`config.mk`:
```
export PLATFORM = sky130hd
export DESIGN_NAME = elgamal_encrypt_decrypt
export DESIGN_NICKNAME = d
export VERILOG_FILES = /design/src/hw/rtl/elg_pkg.sv /design/src/hw/rtl/elg_alu.sv /design/src/hw/rtl/elg_cfg.sv /design/src/hw/rtl/elg_seq.sv /design/src/hw/rtl/elgamal_encrypt_decrypt.sv
export SDC_FILE = /design/constraint.sdc
export NUM_CORES = 2
export LEC_CHECK = 0
export BUFFER_PORTS_ARGS = -buffer_cell sky130_fd_sc_hd__buf_2
export CAP_MARGIN = 20
export CORE_MARGIN = 2
export CORE_UTILIZATION = 50
export DETAILED_ROUTE_END_ITERATION = 8
export GPL_TIMING_DRIVEN = 1
export PLACE_DENSITY_LB_ADDON = 0.1
export SLEW_MARGIN = 40
export SYNTH_ARGS = -nofsm -noshare
export SYNTH_HDL_FRONTEND = slang
export SYNTH_SLANG_ARGS = --single-unit
```
`constraint.sdc`:
```
create_clock -name clk -period 10 [get_ports clk]
set_input_delay 0.5 -clock clk [delete_from_list [all_inputs] [get_ports clk]]
set_output_delay 0.5 -clock clk [all_outputs]
set_load 0.01 [all_outputs]
```
`src/hw/rtl/elg_pkg.sv`:
```
`default_nettype none
package elg_pkg;

    localparam int WORD_BITS = 32;
    localparam int CNT_BITS = $clog2(WORD_BITS);
    localparam int ADDR_BITS = 4;

    localparam logic [1:0] REG_MODULUS = 2'd0;
    localparam logic [1:0] REG_GENERATOR = 2'd1;
    localparam logic [1:0] REG_PUBLIC_KEY = 2'd2;
    localparam logic [1:0] REG_PRIVATE_KEY = 2'd3;

    localparam logic OP_ENCRYPT = 1'b0;
    localparam logic OP_DECRYPT = 1'b1;

    typedef struct packed {
        logic                 op;
        logic [WORD_BITS-1:0] ephemeral_exponent;
        logic [WORD_BITS-1:0] data_value;
        logic [WORD_BITS-1:0] shared_key_in;
    } req_item_t;

    typedef struct packed {
        logic [WORD_BITS-1:0] result_value;
        logic [WORD_BITS-1:0] shared_key_out;
        logic                 inverse_missing;
    } rsp_item_t;

    typedef struct packed {
        logic [WORD_BITS-1:0] modulus;
        logic [WORD_BITS-1:0] generator;
        logic [WORD_BITS-1:0] public_key;
        logic [WORD_BITS-1:0] private_key;
    } cfg_regs_t;

    typedef struct packed {
        logic [WORD_BITS-1:0] a;
        logic [WORD_BITS-1:0] b;
        logic [WORD_BITS-1:0] m;
        logic                 cin;
        logic                 sub;
    } alu_req_t;

    typedef struct packed {
        logic [WORD_BITS-1:0] y;
        logic                 wrap;
    } alu_rsp_t;

endpackage
`default_nettype wire

```
`src/hw/rtl/elg_alu.sv`:
```
`default_nettype none
module elg_alu (
    input  elg_pkg::alu_req_t req,
    output elg_pkg::alu_rsp_t rsp
);
    import elg_pkg::*;

    logic [WORD_BITS+1:0] sum;
    logic [WORD_BITS+1:0] sum_red;
    logic [WORD_BITS-1:0] diff;

    // add: (a + b + cin) mod m for a, b below m; sub: (a - b) mod m
    always_comb
    begin
        sum = {2'b00, req.a} + {2'b00, req.b} + {{(WORD_BITS+1){1'b0}}, req.cin};
        sum_red = sum - {2'b00, req.m};
        diff = req.a - req.b;
        if (req.sub)
        begin
            rsp.wrap = (req.a >= req.b);
            rsp.y = rsp.wrap ? diff : diff + req.m;
        end
        else
        begin
            rsp.wrap = (sum >= {2'b00, req.m});
            rsp.y = rsp.wrap ? sum_red[WORD_BITS-1:0] : sum[WORD_BITS-1:0];
        end
    end

endmodule
`default_nettype wire

```
`src/hw/rtl/elg_cfg.sv`:
```
`default_nettype none
module elg_cfg (
    input  wire                              clk,
    input  wire                              rst_n,
    input  wire                              psel,
    input  wire                              penable,
    input  wire                              pwrite,
    input  wire  [elg_pkg::ADDR_BITS-1:0]    paddr,
    input  wire  [31:0]                      pwdata,
    output logic [31:0]                      prdata,
    output logic                             pready,
    output elg_pkg::cfg_regs_t               regs
);
    import elg_pkg::*;

    cfg_regs_t regs_reg;
    logic      wr_en;

    assign wr_en = psel && penable && pwrite;
    assign pready = 1'b1;
    assign regs = regs_reg;

    always_ff @(posedge clk or negedge rst_n)
    begin
        if (!rst_n)
        begin
            regs_reg.modulus <= WORD_BITS'(3);
            regs_reg.generator <= WORD_BITS'(2);
            regs_reg.public_key <= WORD_BITS'(1);
            regs_reg.private_key <= WORD_BITS'(1);
        end
        else if (wr_en)
        begin
            case (paddr[3:2])
                REG_MODULUS: regs_reg.modulus <= pwdata;
                REG_GENERATOR: regs_reg.generator <= pwdata;
                REG_PUBLIC_KEY: regs_reg.public_key <= pwdata;
                REG_PRIVATE_KEY: regs_reg.private_key <= pwdata;
                default: ;
            endcase
        end
    end

    always_comb
    begin
        case (paddr[3:2])
            REG_MODULUS: prdata = regs_reg.modulus;
            REG_GENERATOR: prdata = regs_reg.generator;
            REG_PUBLIC_KEY: prdata = regs_reg.public_key;
            REG_PRIVATE_KEY: prdata = regs_reg.private_key;
            default: prdata = '0;
        endcase
    end

endmodule
`default_nettype wire

```
`src/hw/rtl/elg_seq.sv`:
```
`default_nettype none
module elg_seq (
    input  wire                    clk,
    input  wire                    rst_n,
    input  elg_pkg::cfg_regs_t     regs,
    input  wire                    in_valid,
    output logic                   in_stall,
    input  elg_pkg::req_item_t     in_data,
    output logic                   out_valid,
    input  wire                    out_stall,
    output elg_pkg::rsp_item_t     out_data,
    output elg_pkg::alu_req_t      alu_req,
    input  elg_pkg::alu_rsp_t      alu_rsp
);
    import elg_pkg::*;

    typedef enum logic [3:0] {
        S_IDLE, S_MUL_DBL, S_MUL_ADD, S_NEXT, S_DIV_A, S_DIV_B, S_DIV_C,
        S_EUC_SUB, S_EUC_CHK, S_DONE
    } state_t;

    typedef enum logic [2:0] {
        ST_RED_DATA, ST_RED_BASE, ST_POW_SQ, ST_POW_ML, ST_FMUL
    } step_t;

    localparam logic [WORD_BITS-1:0] ONE = WORD_BITS'(1);
    localparam logic [CNT_BITS-1:0] LAST = CNT_BITS'(WORD_BITS - 1);

    state_t               state_reg;
    step_t                step_reg;
    logic [CNT_BITS-1:0]  cnt_reg;
    logic [CNT_BITS-1:0]  ecnt_reg;
    logic                 op_reg;
    logic                 pass_reg;
    logic [WORD_BITS-1:0] m_reg;
    logic [WORD_BITS-1:0] k_reg;
    logic [WORD_BITS-1:0] data_reg;
    logic [WORD_BITS-1:0] ke_reg;
    logic [WORD_BITS-1:0] base_reg;
    logic [WORD_BITS-1:0] exp_reg;
    logic [WORD_BITS-1:0] mask_reg;
    logic [WORD_BITS-1:0] mx_reg;
    logic [WORD_BITS-1:0] my_reg;
    logic [WORD_BITS-1:0] macc_reg;
    logic [WORD_BITS-1:0] r0_reg;
    logic [WORD_BITS-1:0] r1_reg;
    logic [WORD_BITS-1:0] t0_reg;
    logic [WORD_BITS-1:0] t1_reg;
    logic [WORD_BITS-1:0] rem_reg;
    logic [WORD_BITS-1:0] dvd_reg;
    logic [WORD_BITS-1:0] qacc_reg;
    logic                 qbit_reg;
    logic [WORD_BITS-1:0] res_reg;
    logic [WORD_BITS-1:0] key_reg;
    logic                 miss_reg;
    logic [WORD_BITS-1:0] eff_mod;

    assign eff_mod = (regs.modulus < WORD_BITS'(3)) ? WORD_BITS'(3) : regs.modulus;
    assign in_stall = (state_reg != S_IDLE);
    assign out_valid = (state_reg == S_DONE);
    assign out_data.result_value = res_reg;
    assign out_data.shared_key_out = key_reg;
    assign out_data.inverse_missing = miss_reg;

    always_comb
    begin
        alu_req.a = macc_reg;
        alu_req.b = macc_reg;
        alu_req.m = m_reg;
        alu_req.cin = 1'b0;
        alu_req.sub = 1'b0;
        case (state_reg)
            S_MUL_ADD: alu_req.b = mx_reg;
            S_DIV_A:
            begin
                alu_req.a = rem_reg;
                alu_req.b = rem_reg;
                alu_req.cin = dvd_reg[WORD_BITS-1];
                alu_req.m = r1_reg;
            end
            S_DIV_B:
            begin
                alu_req.a = qacc_reg;
                alu_req.b = qacc_reg;
            end
            S_DIV_C:
            begin
                alu_req.a = qacc_reg;
                alu_req.b = t1_reg;
            end
            S_EUC_SUB:
            begin
                alu_req.a = t0_reg;
                alu_req.b = qacc_reg;
                alu_req.sub = 1'b1;
            end
            default: ;
        endcase
    end

    always_ff @(posedge clk or negedge rst_n)
    begin
        if (!rst_n)
        begin
            state_reg <= S_IDLE;
            step_reg <= ST_RED_DATA;
            cnt_reg <= '0;
            ecnt_reg <= '0;
            pass_reg <= 1'b0;
            miss_reg <= 1'b0;
        end
        else
        begin
            case (state_reg)
                S_IDLE:
                begin
                    if (in_valid)
                    begin
                        m_reg <= eff_mod;
                        op_reg <= in_data.op;
                        k_reg <= in_data.ephemeral_exponent;
                        ke_reg <= in_data.shared_key_in;
                        key_reg <= in_data.shared_key_in;
                        miss_reg <= 1'b0;
                        pass_reg <= 1'b0;
                        mx_reg <= ONE;
                        my_reg <= in_data.data_value;
                        macc_reg <= '0;
                        cnt_reg <= '0;
                        step_reg <= ST_RED_DATA;
                        state_reg <= S_MUL_DBL;
                    end
                end
                S_MUL_DBL:
                begin
                    macc_reg <= alu_rsp.y;
                    state_reg <= S_MUL_ADD;
                end
                S_MUL_ADD:
                begin
                    if (my_reg[WORD_BITS-1])
                    begin
                        macc_reg <= alu_rsp.y;
                    end
                    my_reg <= my_reg << 1;
                    cnt_reg <= cnt_reg + 1'b1;
                    state_reg <= (cnt_reg == LAST) ? S_NEXT : S_MUL_DBL;
                end
                S_NEXT:
                begin
                    cnt_reg <= '0;
                    case (step_reg)
                        ST_RED_DATA:
                        begin
                            data_reg <= macc_reg;
                            mx_reg <= ONE;
                            my_reg <= (op_reg == OP_DECRYPT) ? ke_reg : regs.public_key;
                            macc_reg <= '0;
                            step_reg <= ST_RED_BASE;
                            state_reg <= S_MUL_DBL;
                        end
                        ST_RED_BASE:
                        begin
                            base_reg <= macc_reg;
                            exp_reg <= (op_reg == OP_DECRYPT) ? regs.private_key : k_reg;
                            ecnt_reg <= '0;
                            mx_reg <= ONE;
                            my_reg <= ONE;
                            macc_reg <= '0;
                            step_reg <= ST_POW_SQ;
                            state_reg <= S_MUL_DBL;
                        end
                        ST_POW_SQ, ST_POW_ML:
                        begin
                            macc_reg <= '0;
                            if (step_reg == ST_POW_SQ && exp_reg[WORD_BITS-1])
                            begin
                                mx_reg <= macc_reg;
                                my_reg <= base_reg;
                                step_reg <= ST_POW_ML;
                                state_reg <= S_MUL_DBL;
                            end
                            else if (ecnt_reg != LAST)
                            begin
                                exp_reg <= exp_reg << 1;
                                ecnt_reg <= ecnt_reg + 1'b1;
                                mx_reg <= macc_reg;
                                my_reg <= macc_reg;
                                step_reg <= ST_POW_SQ;
                                state_reg <= S_MUL_DBL;
                            end
                            else if (op_reg == OP_DECRYPT)
                            begin
                                r0_reg <= m_reg;
                                r1_reg <= macc_reg;
                                t0_reg <= '0;
                                t1_reg <= ONE;
                                state_reg <= S_EUC_CHK;
                            end
                            else if (!pass_reg)
                            begin
                                mask_reg <= macc_reg;
                                pass_reg <= 1'b1;
                                mx_reg <= ONE;
                                my_reg <= regs.generator;
                                step_reg <= ST_RED_BASE;
                                state_reg <= S_MUL_DBL;
                            end
                            else
                            begin
                                key_reg <= macc_reg;
                                mx_reg <= mask_reg;
                                my_reg <= data_reg;
                                step_reg <= ST_FMUL;
                                state_reg <= S_MUL_DBL;
                            end
                        end
                        ST_FMUL:
                        begin
                            res_reg <= macc_reg;
                            state_reg <= S_DONE;
                        end
                        default: state_reg <= S_DONE;
                    endcase
                end
                S_DIV_A:
                begin
                    rem_reg <= alu_rsp.y;
                    qbit_reg <= alu_rsp.wrap;
                    dvd_reg <= dvd_reg << 1;
                    state_reg <= S_DIV_B;
                end
                S_DIV_B:
                begin
                    qacc_reg <= alu_rsp.y;
                    state_reg <= S_DIV_C;
                end
                S_DIV_C:
                begin
                    if (qbit_reg)
                    begin
                        qacc_reg <= alu_rsp.y;
                    end
                    cnt_reg <= cnt_reg + 1'b1;
                    state_reg <= (cnt_reg == LAST) ? S_EUC_SUB : S_DIV_A;
                end
                S_EUC_SUB:
                begin
                    r0_reg <= r1_reg;
                    r1_reg <= rem_reg;
                    t0_reg <= t1_reg;
                    t1_reg <= alu_rsp.y;
                    state_reg <= S_EUC_CHK;
                end
                S_EUC_CHK:
                begin
                    cnt_reg <= '0;
                    if (r1_reg == '0)
                    begin
                        if (r0_reg == ONE)
                        begin
                            mx_reg <= t0_reg;
                            my_reg <= data_reg;
                            macc_reg <= '0;
                            step_reg <= ST_FMUL;
                            state_reg <= S_MUL_DBL;
                        end
                        else
                        begin
                            res_reg <= '0;
                            miss_reg <= 1'b1;
                            state_reg <= S_DONE;
                        end
                    end
                    else
                    begin
                        rem_reg <= '0;
                        qacc_reg <= '0;
                        dvd_reg <= r0_reg;
                        state_reg <= S_DIV_A;
                    end
                end
                S_DONE:
                begin
                    if (!out_stall)
                    begin
                        state_reg <= S_IDLE;
                    end
                end
                default: state_reg <= S_IDLE;
            endcase
        end
    end

endmodule
`default_nettype wire

```
`src/hw/rtl/elgamal_encrypt_decrypt.sv`:
```
// elgamal encrypt / decrypt engine, modulus of up to 32 bits
// config: apb-style port, registers modulus, generator, public_key,
//   private_key at byte addresses 0, 4, 8, 12; pready is always high
// input channel in_valid / in_stall / in_data: op 0 encrypts
//   (ephemeral_exponent, data_value), op 1 decrypts (shared_key_in,
//   data_value); a transfer happens when valid is high and stall is low
// output channel out_valid / out_stall / out_data: one result per item
// one item at a time: in_stall is high from the transfer in until the
//   result transfer out
// every modular product is bit-serial on one shared add/sub unit: a double
//   step and an add step per multiplier bit, then a dispatch step
// encrypt: 3 + 64 + 2*popcount(k) + 1 products
// decrypt: 2 + 32 + popcount(d) + 1 products plus extended euclid, each
//   quotient by bit-serial division on the same unit
// reset: registers return to modulus 3, generator 2, keys 1, engine idle
// a stalled result holds in the output until the receiver takes it
`default_nettype none
module elgamal_encrypt_decrypt (
    input  wire                           clk,
    input  wire                           rst_n,
    input  wire                           psel,
    input  wire                           penable,
    input  wire                           pwrite,
    input  wire  [elg_pkg::ADDR_BITS-1:0] paddr,
    input  wire  [31:0]                   pwdata,
    output logic [31:0]                   prdata,
    output logic                          pready,
    input  wire                           in_valid,
    output logic                          in_stall,
    input  elg_pkg::req_item_t            in_data,
    output logic                          out_valid,
    input  wire                           out_stall,
    output elg_pkg::rsp_item_t            out_data
);
    import elg_pkg::*;

    cfg_regs_t regs;
    alu_req_t  alu_req;
    alu_rsp_t  alu_rsp;

    elg_cfg u_cfg (
        .clk     (clk),
        .rst_n   (rst_n),
        .psel    (psel),
        .penable (penable),
        .pwrite  (pwrite),
        .paddr   (paddr),
        .pwdata  (pwdata),
        .prdata  (prdata),
        .pready  (pready),
        .regs    (regs)
    );

    elg_alu u_alu (
        .req (alu_req),
        .rsp (alu_rsp)
    );

    elg_seq u_seq (
        .clk       (clk),
        .rst_n     (rst_n),
        .regs      (regs),
        .in_valid  (in_valid),
        .in_stall  (in_stall),
        .in_data   (in_data),
        .out_valid (out_valid),
        .out_stall (out_stall),
        .out_data  (out_data),
        .alu_req   (alu_req),
        .alu_rsp   (alu_rsp)
    );

endmodule
`default_nettype wire

```
==> results.yml <==
logic_synthesis:
  synth_cell_type_count: 87
  synthFlopType: "edfxtp_1"
  synth_area_um2: 41800
  avgSynthCellArea_um2: 10.8
  synth.yosys.seq_area_share_pct: 52.6
  yosys_warnings: 0
  syn-num-nets: 4166
  synth-seq-cells: 757
  synth_cells: 3890
  async_reset_ff_share_pct: 19.4
  synth_edf_count: 610
routing:
  wl_per_cell_um: 28.0
  postRouteAntennaNets: 0
  drtPass1Iterations: 9
  wirelength_mm: 146
  drt_iter0_markers: 4495
  viasPerCell: 6.26
  drc_errors: 0
  vias: 32607
timing:
  setup_viol: 0
  finalCriticalPeriod_ps: 8600
  finalCritPeriodShare_pct: 86.0
  hold_viol: 0
  slew_viol_final: 0
  clock_skew_ps: 23.8
  setup_ws_ps: 1400
  relSlewSlack_pct: 40.4
  tns_ps: 0
  holdWs_ps: 23.1
  tightest_slew_ps: 883
  max_freq_mhz: 116
  rsz0062_at_grt: "false"
grt:
  grt_pass1_vias: 30519
  antenna_found_initial: 9
  grt_max_degree: 79
  grt_pass1_wl_mm: 210
  grt-ovfl-total: 0
  grt_use_total_pct: 33.5
floorplanning:
  die_area_um2: 86000
  core_area_um2: 83300
  die_h_um: 293
  initial_utilization_pct: 50.2
  io_pins: 240
  die_w_um: 293
  fp-row-count: 106
min_path:
  hold_path.class: "in -> reg"
setup_path:
  r2r_start: "u_seq.state_reg[3]"
  max_stage_delay_ps: 610
  arrival_ps: 8940
  crit_fanout: 35
  worst_r2r_path_depth: 28
  worstReg2RegEnd: "u_seq.rem_reg[18]"
  cp_slowest_cell: "dfrtp_1"
  startpoint: "u_seq.state_reg[3]"
  required_ps: 10340
  worstSetupPathType: "reg -> reg"
  crit_path_end: "u_seq.rem_reg[18]"
  cp-start-kind: "register"
  r2r_slack_ps: 1400
  timing.critical_path.mode_cell: "a21oi_1"
  end_kind: "register"
cts:
  cts_resized: 0
  post_cts_buffers: 0
  htreeDepth: 3
  cts_sinks: 757
  cts_tree: "done"
  hold_buffers: 29
  cts_inserted_buffers: 84
  cts_buffer_depth: 3
  cts_root_buffer: "clkbuf_16"
  clk_pin_slew_ps: 60
  clk_latency_ps: 660
power:
  power_mw: 7.33
  p_leak_nw: 18.6
  ir_worst_vdd_uv: 163
  p_per_area_nw_per_um2: 155
placement:
  pre_cts_ws_ps: 1560
  dpl.hpwl_mm: 101
  place_congestion: 0.982
  port-buffer-count: 236
  dp.cells: 5020
layout:
  drive_gt1_share_pct: 18.2
  syn_to_final_growth_pct: 13.3
  largest_register_ffs: 128
  final_nets: 4331
  layoutNonFillerInstCount: 5207
run_status:
  outcome: "finished clean"
flow_run:
  drv_cap: 0
[Yosys cell counts (all sizes together), types with 8 or more instances]
master	number	area share (%)
buf	70	0.78
o22a	12	0.25
xnor2	90	1.9
a222oi	49	1.2
nand4	42	0.63
mux2i	157	3.8
and2	95	1.4
o211ai	14	0.26
a211oi	75	1.4
a2111oi	8	0.18
ha	131	3.9
edfxtp	610	44
dfrtp	142	8.5
o22ai	21	0.31
mux2	194	5.2
nand3	45	0.54
xor2	23	0.48
a22oi	45	0.81
nand2b	17	0.25
nor2b	21	0.31
a211o	8	0.17
nor2	244	2.2
o21bai	26	0.47
o31ai	13	0.25
mux4	32	1.7
nor4	38	0.57
nand2	652	5.9
a31oi	18	0.27
and3	41	0.61
o21ai	205	2.5
o21a	25	0.45
inv	138	1.2
a21o	31	0.56
a21oi	217	2.6
clkbuf	201	1.8
nor3	42	0.51
[cells in the final DEF (no fill, tap or decap), drive strengths merged, types with 18 or more instances in the layout]
master / netlist / layout
nand2: 652 / 652
edfxtp: 610 / 610
buf: 70 / 321
nor2: 244 / 244
a21oi: 217 / 217
o21ai: 205 / 205
mux2: 194 / 194
mux2i: 157 / 157
dfrtp: 142 / 142
inv: 138 / 141
ha: 131 / 131
clkbuf: 201 / 114
and2: 95 / 95
xnor2: 90 / 90
a211oi: 75 / 75
a222oi: 49 / 49
a22oi: 45 / 45
nand3: 45 / 45
nand4: 42 / 42
nor3: 42 / 42
and3: 41 / 41
nor4: 38 / 38
mux4: 32 / 32
a21o: 31 / 31
dlygate4sd3: 0 / 29
clkinv: 1 / 29
o21bai: 26 / 26
o21a: 25 / 25
xor2: 23 / 23
o22ai: 21 / 21
nor2b: 21 / 21
a31oi: 18 / 18
[report_power, final]
part	switching (mW)	internal (mW)	leakage (nW)	total (mW)
registers	0.177	3.52	7.65	3.70
clock network	1.34	1.86	1.39	3.21
logic	0.188	0.236	9.54	0.424
[metal layers]
metal / GRT usage (%) / vias up / part of all wire [%]
met2: 49.7 / 1626 / 43
met1: 48.9 / 16145 / 43
met4: 13.9 / 4 / 4.7
met5: 0 / - / 0.016
met3: 5.61 / 286 / 9.1
li1: - / 14546 / -
[critical path: cells and delay by family (launching register included)]
family | cells | cell delay [ps]
AOI/OAI and AO/OA | 14 | 3790
xor gates and xnor gates | 1 | 190
adders and majority gates | 3 | 1080
buffers and inverters | 3 | 520
DFF | 1 | 610
and+or+nand+nor | 7 | 2080
[worst min path at each step]
stage | from | endpoint | slack (ps) | cells past startpoint
global route | in_data[84] | u_seq.k_reg[20] | 7 | 1
CTS | in_data[84] | u_seq.k_reg[20] | 0.3 | 1
finish | in_data[84] | u_seq.k_reg[20] | 20 | 1
detailed placement | u_seq.cnt_reg[3] | u_seq.cnt_reg[3] | 480 | 1
global placement | u_seq.cnt_reg[3] | u_seq.cnt_reg[3] | 470 | 1
floorplan | rst_n | u_cfg.regs[100] | 200 | 0
[stage by stage]
step	instance area [µm²]	utilization, %
6_report	47400	56.9
4_1_cts	47400	56.9
2_1_floorplan	41800	-
5_1_grt	47400	56.9
3_3_place_gp	44100	52.9
3_5_place_dp	44200	53.1
[logic make-up (layout without fill, tap and decap cells)]
group / Yosys count / count (layout) / share of synthesized area [%]
DFF: 757 / 757 / 52.6
other: 1 / 3 / 0.00897
adders and majority gates: 136 / 136 / 4.16
AOI/OAI and AO/OA: 825 / 825 / 12.9
buffers and inverters: 410 / 645 / 3.84
xor gates and xnor gates: 113 / 113 / 2.37
muxes: 383 / 383 / 10.7
and+or+nand+nor: 1265 / 1265 / 13.4
[layout make-up]
type,count,area (µm²)
Antenna cell,2,5.00
Clock buffer,114,2300
Clock inverter,42,529
Fill cell,7106,35900
Inverter,139,522
Multi-Input combinational cell,2723,18500
Sequential cell,757,22000
Tap cell,1080,1350
Timing Repair Buffer,350,2200
No activity file was read; power rests on OpenSTA's default activity.
